--- src/rtl/assert_macros.svh ---
// assertion macros used by graph_reachability_table
`ifndef ASSERT_MACROS_SVH
`define ASSERT_MACROS_SVH

// property holds at every clock edge outside reset
`define ASSERT_ALWAYS(label, clk, rst_n, prop, msg) \
  label: assert property (@(posedge clk) disable iff (!rst_n) (prop)) else $error(msg);

// antecedent implies consequent in the next cycle
`define ASSERT_NEXT(label, clk, rst_n, ante, cons, msg) \
  label: assert property (@(posedge clk) disable iff (!rst_n) (ante) |=> (cons)) else $error(msg);

`endif

--- src/rtl/grt_ram.sv ---
// generic single-port synchronous ram with registered read
module grt_ram #(
  parameter int Depth = 256,
  parameter int Width = 8
) (
  input  logic                     clk_i,
  input  logic                     we_i,
  input  logic [$clog2(Depth)-1:0] addr_i,
  input  logic [Width-1:0]         wdata_i,
  output logic [Width-1:0]         rdata_o
);
  logic [Width-1:0] mem [Depth];

  always_ff @(posedge clk_i) begin
    if (we_i) begin
      mem[addr_i] <= wdata_i;
    end
    rdata_o <= mem[addr_i];
  end
endmodule

--- config.mk ---
export PLATFORM = sky130hd
export DESIGN_NAME = grt_ram
export DESIGN_NICKNAME = d
export VERILOG_FILES = /design/src/rtl/assert_macros.svh /design/src/rtl/grt_ram.sv
export SDC_FILE = /design/constraint.sdc
export NUM_CORES = 2
export LEC_CHECK = 0
export BUFFER_PORTS_ARGS = -buffer_cell sky130_fd_sc_hd__buf_4
export CORE_MARGIN = 5
export CORE_UTILIZATION = 55
export DETAILED_ROUTE_END_ITERATION = 8
export PLACE_DENSITY = 0.71
export SETUP_SLACK_MARGIN = 0.02
export SYNTH_ARGS = -nofsm -noshare
export SYNTH_HDL_FRONTEND = slang
export SYNTH_SLANG_ARGS = --single-unit
--- constraint.sdc ---
create_clock -name clk_i -period 5.4 [get_ports clk_i]
set_clock_uncertainty 0.1 [all_clocks]
set_input_delay 1.08 -clock clk_i [delete_from_list [all_inputs] [get_ports clk_i]]
set_output_delay 1.08 -clock clk_i [all_outputs]
set_load 0.01 [all_outputs]
==> impl_metrics.env <==
export IMPL_run_status="finished, final reports clean"
export IMPL_grt_usage=0.246
export IMPL_synthesis_area_sq_um=78500
export IMPL_min_period_ns=4.09
export IMPL_clk_path_buf_depth=3
export IMPL_synthArstFlopShare=0
export IMPL_wl_per_cell_um=31.6
export IMPL_worst_path_buf_inv=3
export IMPL_clk_pin_slew_ns=0.06
export IMPL_synth_fa_ha_area_frac=0
export IMPL_worstMarginPinSlew_ns=1.15
export IMPL_coreArea_sq_um=142000
export IMPL_wl_met3_um=19300
export IMPL_netlist_top_cells_area="edfxtp_1 78%, mux4_2 15%, a22oi_1 2.4%"
export IMPL_fmax_ghz=0.244
export IMPL_utilization=0.624
export IMPL_critical_path_required_ns=5.93
export IMPL_cpLargestDelayFamily="compound AO/OA/AOI/OAI gates"
export IMPL_ir_drop_mv=0.261
export IMPL_htreeDepth=4
export IMPL_synth_edff_count=2048
export IMPL_maxSlewViolCount=0
export IMPL_die_width_um=388
export IMPL_initial_utilization=0.554
export IMPL_critPathLaunchType="input port"
export IMPL_syn_inst=3547
export IMPL_endpoint_kind="flop"
export IMPL_cts_root_buf="clkbuf_16"
export IMPL_worst_slack_ns=1.31
export IMPL_fp_row_count=138
export IMPL_dp_cells=5441
export IMPL_yosys_area_share_xor_xnor=0
export IMPL_dr_max_layer_used="met5"
export IMPL_synth_distinct_cells=22
export IMPL_synth_compound_area_frac=0.0362
export IMPL_rsz0062_at_grt="no"
export IMPL_drt_wl_total_um=184000
export IMPL_cts_tree="built"
export IMPL_dr_first_iter_drc_count=4733
export IMPL_dr_pass1_iters=6
export IMPL_synthToLayoutAreaGrowth_pct=12.7
export IMPL_grt_max_degree=146
export IMPL_die_area_sq_um=150000
export IMPL_postCtsHoldBufs=0
export IMPL_synth_commonest_cells="2,048 x edfxtp_1, 512 x mux4_2, 256 x a22oi_1"
export IMPL_cp_slowest_cell="o41ai_1"
export IMPL_p_leak_nw=27.1
export IMPL_crit_type="input port to flop"
export IMPL_wl_met1_um=71200
export IMPL_cts_buffers=198
export IMPL_grt_pass1_wl_um=270000
export IMPL_clk_latency_ns=0.83
export IMPL_tns_ns=0
export IMPL_antenna_found_initial=6
export IMPL_crit_chain="buf_8 -> buf_12 -> buf_4 -> mux4_2 -> a22oi_1 -> a21oi_1 -> o41ai_1 -> nand4_1"
export IMPL_synth_area_mux_share=0.147
export IMPL_fin_crit_sh=0.758
export IMPL_synth_nets=3565
export IMPL_nets=3769
export IMPL_io_buffers=25
export IMPL_grt_pass1_vias=38503
export IMPL_synth_ff_type="edfxtp_1"
export IMPL_synth_most_common_cell="edfxtp_1"
export IMPL_layout_cells_non_filler=5817
export IMPL_drive_gt1_frac=0.267
export IMPL_setup_viol=0
export IMPL_synth_simple_area_share=0.0173
export IMPL_nFillCells=9345
export IMPL_cp_max_fo=69
export IMPL_dp_hpwl_um=106000
export IMPL_wl_met2_um=87700
export IMPL_synth_top_area_frac=0.783
export IMPL_seq_area_frac_synth=0.786
export IMPL_worstPathArrival_ns=4.63
export IMPL_ys_seq_elements=2056
export IMPL_max_stage_delay_ns=1.05
export IMPL_yosysTopAreaCell="edfxtp_1"
export IMPL_powerDensity_nw_per_um2=371
export IMPL_dp_slack_ns=0.480
export IMPL_whs_ns=0.640
export IMPL_yosysWarnings=0
export IMPL_drc=0
export IMPL_hold_viol=0
export IMPL_ant_nets=0
export IMPL_synth_area_per_cell_sq_um=22.1
export IMPL_grt_ovfl_total=0
export IMPL_holdCritPathClass="input port to flop"
export IMPL_max_cap_violations=0
export IMPL_io_pins=26
export IMPL_cts_resized=0
export IMPL_vias=37910
export IMPL_synth_top_family_by_area="multiplexers"
export IMPL_max_slew_margin=0.231
export IMPL_postCtsSetupBuffers=0
export IMPL_vias_per_cell=6.52
export IMPL_routabilityCongestion=0.798
export IMPL_die_height_um=388
export IMPL_cts_sinks=2056
==> layout make-up <==
class                           instances  area, sq um  area share
Sequential cell                      2056        61700       0.697
Multi-Input combinational cell       1258        15800       0.178
Clock buffer                          243         5300      0.0599
Tap cell                             1890         2360      0.0267
Timing Repair Buffer                  236         2150      0.0244
Clock inverter                        129         1170      0.0133
Antenna cell                            4         10.0    0.000113
Inverter                                1         3.75   0.0000424
==> logic make-up (layout without fill, tap and decap cells) <==
family                 count (synthesis)  in the layout
other                                  0              4
AND/OR/NAND/NOR                      330            330
AO/OA/AOI/OAI                        416            416
multiplexers                         512            512
flip-flops                          2056           2056
buffers and inverters                233            609
==> sequential cells by signal, summed over array words and instances (netlist names) <==
| signal | flops |
|---|---|
| rdata_o | 8 |
| mem | 2048 |
==> metrics by stage <==
step	power, mW	cell area, sq um
finish	32.8	88500
global route	33.8	88400
CTS	33.0	88400
detailed placement	19.4	82000
global placement	19.4	82000
floorplan	18.7	78500
==> power breakdown <==
part / leakage (nW) / switching, mW / internal [mW]
Clock: 3.15 / 5.84 / 7.87
Combinational: 5.48 / 0.946 / 0.526
Sequential: 18.5 / 0.0286 / 17.6
Total: 27.1 / 6.82 / 26.0
==> path summary, 6_finish.rpt <==
check	startpoint	to	slack (ns)	cells past startpoint
max	addr_i[0]	rdata_o[0]	1.31	8
min	wdata_i[6]	mem[68][6]	0.64	1
max reg2reg	mem[11][0]	rdata_o[0]	2.57	5
min reg2reg	mem[27][3]	rdata_o[3]	0.86	5
==> cells in the final DEF (no fill, tap or decap), types with 27 or more instances in the layout <==
cell and count:
edfxtp_1 2048, mux4_2 512, a22oi_1 256, nor2_1 231
clkbuf_16 202, buf_4 201, a21oi_1 128, clkinv_1 51
clkinv_2 38, clkbuf_1 32, nor3_1 30, o41ai_1 29
nand2_1 27
==> per-layer routing <==
metal,track usage,vias to the layer above
met4,0.0752,6
met2,0.376,2012
met5,0,-
met3,0.0645,324
met1,0.355,20054
li1,-,15514
(Power assumes the default switching activity.)
