--- config.mk ---
export PLATFORM = sky130hd
export DESIGN_NAME = grt_walk_mem
export DESIGN_NICKNAME = d
export VERILOG_FILES = /design/src/rtl/assert_macros.svh /design/src/rtl/grt_pkg.sv /design/src/rtl/grt_ram.sv /design/src/rtl/grt_walk_mem.sv
export SDC_FILE = /design/constraint.sdc
export NUM_CORES = 2
export LEC_CHECK = 0
export BUFFER_PORTS_ARGS = -buffer_cell sky130_fd_sc_hd__buf_2
export CORE_MARGIN = 10
export CORE_UTILIZATION = 59
export CTS_BUF_LIST = sky130_fd_sc_hd__clkbuf_2 sky130_fd_sc_hd__clkbuf_4 sky130_fd_sc_hd__clkbuf_8
export DETAILED_ROUTE_END_ITERATION = 7
export PLACE_DENSITY = 0.78
export SYNTH_ARGS = -nofsm -noshare
export SYNTH_HDL_FRONTEND = slang
export SYNTH_HIERARCHICAL = 1
export SYNTH_SLANG_ARGS = --single-unit
--- constraint.sdc ---
create_clock -name clk_i -period 2.6 [get_ports clk_i]
set_input_delay 0.26 -clock clk_i [delete_from_list [all_inputs] [get_ports clk_i]]
set_output_delay 0.26 -clock clk_i [all_outputs]
set_load 0.01 [all_outputs]
--- src/rtl/assert_macros.svh ---
// assertion macros used by graph_reachability_table
`ifndef ASSERT_MACROS_SVH
`define ASSERT_MACROS_SVH

// property holds at every clock edge outside reset
`define ASSERT_ALWAYS(label, clk, rst_n, prop, msg) \
  label: assert property (@(posedge clk) disable iff (!rst_n) (prop)) else $error(msg);

// antecedent implies consequent in the next cycle
`define ASSERT_NEXT(label, clk, rst_n, ante, cons, msg) \
  label: assert property (@(posedge clk) disable iff (!rst_n) (ante) |=> (cons)) else $error(msg);

`endif

--- src/rtl/grt_pkg.sv ---
// package for the graph reachability table: types, constants, helpers
package grt_pkg;

  localparam int NodeCount     = 256;
  localparam int MaxNeighbours = 10;
  localparam int NodeW         = $clog2(NodeCount);
  localparam int CntW          = $clog2(MaxNeighbours + 1);
  localparam int SlotW         = $clog2(MaxNeighbours);
  localparam int TblDepth      = NodeCount * MaxNeighbours;
  localparam int TblAw         = $clog2(TblDepth);
  localparam int SpW           = $clog2(NodeCount + 1);

  typedef enum logic [2:0] {
    MODE_CREATE = 3'd0,
    MODE_LINK   = 3'd1,
    MODE_DELETE = 3'd2,
    MODE_FLAG   = 3'd3,
    MODE_ROUTE  = 3'd4
  } mode_e;

  typedef enum logic [1:0] {
    ST_OK     = 2'd0,
    ST_ABSENT = 2'd1,
    ST_FULL   = 2'd2
  } status_e;

  typedef struct packed {
    logic [2:0] mode;
    logic [7:0] node_a;
    logic [7:0] node_b;
    logic [2:0] bit_position;
    logic       bit_value;
    logic [7:0] flag_byte;
  } in_item_t;

  typedef struct packed {
    logic [1:0] status;
    logic       route_exists;
    logic [7:0] flag_out;
  } out_item_t;

  typedef enum logic [3:0] {
    S_CLEAR,   // clearing pass over the node memory after reset
    S_IDLE,
    S_RD,      // node record read issued
    S_EXEC,    // node record available
    S_VCLR,    // clearing visited marks, node_a's mark set
    S_POP,
    S_POPWT,
    S_NODE,    // popped node record available
    S_NBRD,    // slot read issued
    S_NBCHK,   // slot data available, read its node record
    S_NBEVAL,
    S_DONE,
    S_OUT
  } state_e;

  // node record kept in the node memory
  typedef struct packed {
    logic            present;
    logic [7:0]      flags;
    logic [CntW-1:0] count;
  } node_rec_t;

  // request from the controller to the walk memories
  typedef struct packed {
    logic             vis_we;
    logic [NodeW-1:0] vis_addr;
    logic             vis_wd;
    logic             stk_we;
    logic [NodeW-1:0] stk_addr;
    logic [NodeW-1:0] stk_wd;
  } walk_req_t;

  function automatic logic [TblAw-1:0] slot_addr(logic [NodeW-1:0] n,
                                                 logic [SlotW-1:0] k);
    logic [TblAw-1:0] base;
    base = TblAw'(n) * TblAw'(MaxNeighbours);
    return base + TblAw'(k);
  endfunction

endpackage

--- src/rtl/grt_ram.sv ---
// generic single-port synchronous ram with registered read
module grt_ram #(
  parameter int Depth = 256,
  parameter int Width = 8
) (
  input  logic                     clk_i,
  input  logic                     we_i,
  input  logic [$clog2(Depth)-1:0] addr_i,
  input  logic [Width-1:0]         wdata_i,
  output logic [Width-1:0]         rdata_o
);
  logic [Width-1:0] mem [Depth];

  always_ff @(posedge clk_i) begin
    if (we_i) begin
      mem[addr_i] <= wdata_i;
    end
    rdata_o <= mem[addr_i];
  end
endmodule

--- src/rtl/grt_walk_mem.sv ---
// visited map and walk stack memories used by the route walk
module grt_walk_mem (
  input  logic                     clk_i,
  input  grt_pkg::walk_req_t       req_i,
  output logic                     vis_rd_o,
  output logic [grt_pkg::NodeW-1:0] stk_rd_o
);
  import grt_pkg::*;

  grt_ram #(.Depth(NodeCount), .Width(1)) u_vis (
    .clk_i, .we_i(req_i.vis_we), .addr_i(req_i.vis_addr),
    .wdata_i(req_i.vis_wd), .rdata_o(vis_rd_o));

  grt_ram #(.Depth(NodeCount), .Width(NodeW)) u_stk (
    .clk_i, .we_i(req_i.stk_we), .addr_i(req_i.stk_addr),
    .wdata_i(req_i.stk_wd), .rdata_o(stk_rd_o));
endmodule
==> flow_summary.toml <==
[yosys]
synth_fp_nets = 4323
synth-edff-count = 2304
synth_warnings = 6
yosysUniqueCellTypes = 28
synth_ff_type = "edfxtp_1"
syn_area_per_cell_sq_um = 20.8
syn_area_sq_mm = 0.0895
synthCells = 4295
synth-seq-cells = 2313
ys_seq_area_share_pct = 77.5
synthArstFlopShare_pct = 0

[grt]
grt_pass1_wl_um = 316000
grt_use_total_pct = 25.4
grt_pass1_vias = 48364
overflow = 0
antenna_found_initial = 8
grt_max_degree = 96

[cells_and_area]
final_cell_mix = "2304 x edfxtp_1, 576 x mux4_2, 554 x buf_4, 492 x nor2_1, 375 x clkbuf_8"
layout-drive-gt1-share_pct = 33.6
seqCellArea_sq_mm = 0.0694
syn2layout_area_growth_pct = 16.0
multiInputGateArea_sq_mm = 0.0188
n_fill_cell = 8730
layout.cells.most_common = "edfxtp_1"
layout.nets = 5104
finish.instance_area_sq_mm = 0.104

[floorplan]
num_rows = 142
start_util_pct = 59.5
ios = 37
die_h_um = 409
die_w_um = 409
coreArea_sq_mm = 0.150
dieArea_sq_mm = 0.168

[critical_path]
arrival_ns = 3.31
critPathTopFamily = "buffers and inverters"
slowest_delay_ns = 0.69
startpoint_type = "input pin"
critical_path_class = "in2reg"
crit_chain = "dlygate4sd3_1, buf_2, nor3b_1, dlygate4sd3_1, nand3_1, dlygate4sd3_1, nor2_1, dlygate4sd3_1"
crit_slowest_cell = "dlygate4sd3_1"
crit_buf_inv = 5
worst-path-max-fanout = 8
cpMostUsedCell = "dlygate4sd3_1"
crit_required_ns = 3.35
cp-end-kind = "flip-flop"

[outcome]
status = "complete, no violations"

[sta]
timing.final.max_slew_violations = 0
fin_worst_skew_ns = 0.0976
fin_crit_sh_pct = 98.2
slew_headroom_pct = 14.5
worst_pin_slew_ns = 1.27
min_period_ns = 2.55
fmax_mhz = 392
grt_setup_unrepaired = "no"
hold_violations = 0
setup_viol = 0

[job]
maxCapViolCount = 0

[routing]
drtIter0Drc = 6885
drt_pre_antenna_iters = 6
drc_errors = 0
via_count = 47680
detail_route.wl_per_cell_um = 29.0
vias_per_cell = 6.50
routed_wl_um = 213000
ant_nets = 0

[clock_network]
post-cts-setup-buffers = 0
numCtsBuffers = 361
clk_pin_slew_ns = 0.06
h-tree-depth = 5
clock_latency_ns = 1.02
tritoncts = "done"
root_buffer = "clkbuf_8"
cts_sinks = 2313
cts_buffer_depth = 4

[placed_design]
dpl_cell_area_sq_mm = 0.0970
hpwl_um = 134000
io_buffers = 36
place_congestion = 0.873

[power]
ir_drop_v = 0.000603
power.total_mw = 73.3
powerDensity_mw_per_mm2 = 706
p_leak_nw = 33.2

[worst_hold_path]
min-delay-path-class = "in2reg"
[worst paths after layout]
path | start | depth (start not counted) | slack, ns | end
min | req_i[11] | 3 | 0.10 | u_stk/mem[145][7]$_DFFE_PP_
max reg2reg | u_stk/mem[154][2]$_DFFE_PP_ | 6 | 0.07 | u_stk/rdata_o[2]$_DFF_P_
max | req_i[21] | 8 | 0.05 | u_vis/mem[195]$_DFFE_PP_
min reg2reg | u_stk/mem[16][0]$_DFFE_PP_ | 5 | 0.96 | u_stk/rdata_o[0]$_DFF_P_
[layer usage]
layer | track usage (%) | part of all wire (%) | vias to the layer above
met3 | 6.10 | 13 | 536
met1 | 35.3 | 36 | 24354
met4 | 9.74 | 3.9 | 0
met2 | 39.4 | 48 | 3333
li1 | - | - | 19457
met5 | 0 | 0 | -
[sequential cells by signal, indices dropped and copies added, names as in the netlist]
signal,flops
u_stk/rdata_o,8
u_vis/mem,256
u_stk/mem,2048
u_vis/rdata_o,1
[power breakdown]
part	leakage [nW]	switching [mW]	internal (mW)
Clock	3.49	13.2	15.0
Combinational	8.91	2.35	1.56
Sequential	20.8	0.0589	41.1
Total	33.2	15.6	57.7
[worst min-delay path: stages]
cell and delay [ns]:
buf_2 0.20, or2_2 0.28, nor3_1 0.16
[layout make-up]
cell class              instances  share of cell area (%)
diodes                          5                  0.0121
clock buffers                 481                    5.69
clock inverters               126                   0.617
inverters                       1                 0.00362
multi-input cells            1691                    18.1
flip-flops and latches       2313                    66.8
well taps                    2016                    2.43
repair buffers                708                    6.32
[cells by family (layout without fill, tap and decap cells)]
family          after synthesis  count (layout)  synth area share (%)
compound gates              460             460                  3.54
buf+inv                     291            1316                  1.52
flops                      2313            2313                  77.5
mux                         576             576                  14.5
other cells                   0               5                     0
simple gates                655             655                  2.94
[cells in the mapped netlist (21+ instances only)]
cell type  instances  share of area [%]
a21oi_1          129               0.72
a22oi_1          296                2.5
buf_2             37               0.21
buf_6             21               0.26
clkbuf_1         196               0.82
edfxtp_1        2304                 77
mux4_2           576                 14
nand2_1           70               0.29
nand3_1           21               0.12
nor2_1           493                2.1
nor3_1            30               0.17
o41ai_1           32               0.31
[through the flow]
step | util (%) | std cells | hold slack (ns) | worst slack, ns | TNS [ns]
detailed placement | 64.5 | 6704 | 0.663 | -0.716 | -3.00
finish | 69.1 | 7341 | 0.105 | 0.0465 | 0
floorplan | - | 4295 | 0.359 | 0.121 | 0
global route | 69.1 | 7339 | 0.0873 | 0.0258 | 0
CTS | 69.1 | 7336 | 0.00166 | 0.134 | 0
global placement | 64.5 | 6704 | 0.662 | -0.563 | -2.54
[what timing repair did]
action / 4_1_cts / 5_1_grt
setup endpoints to repair: 1 / 0
hold buffers: 25 / 0
gates resized for setup: 1 / 0
endpoints found under the hold margin: 1251 / 0
Power figures use the tool's default switching activity.
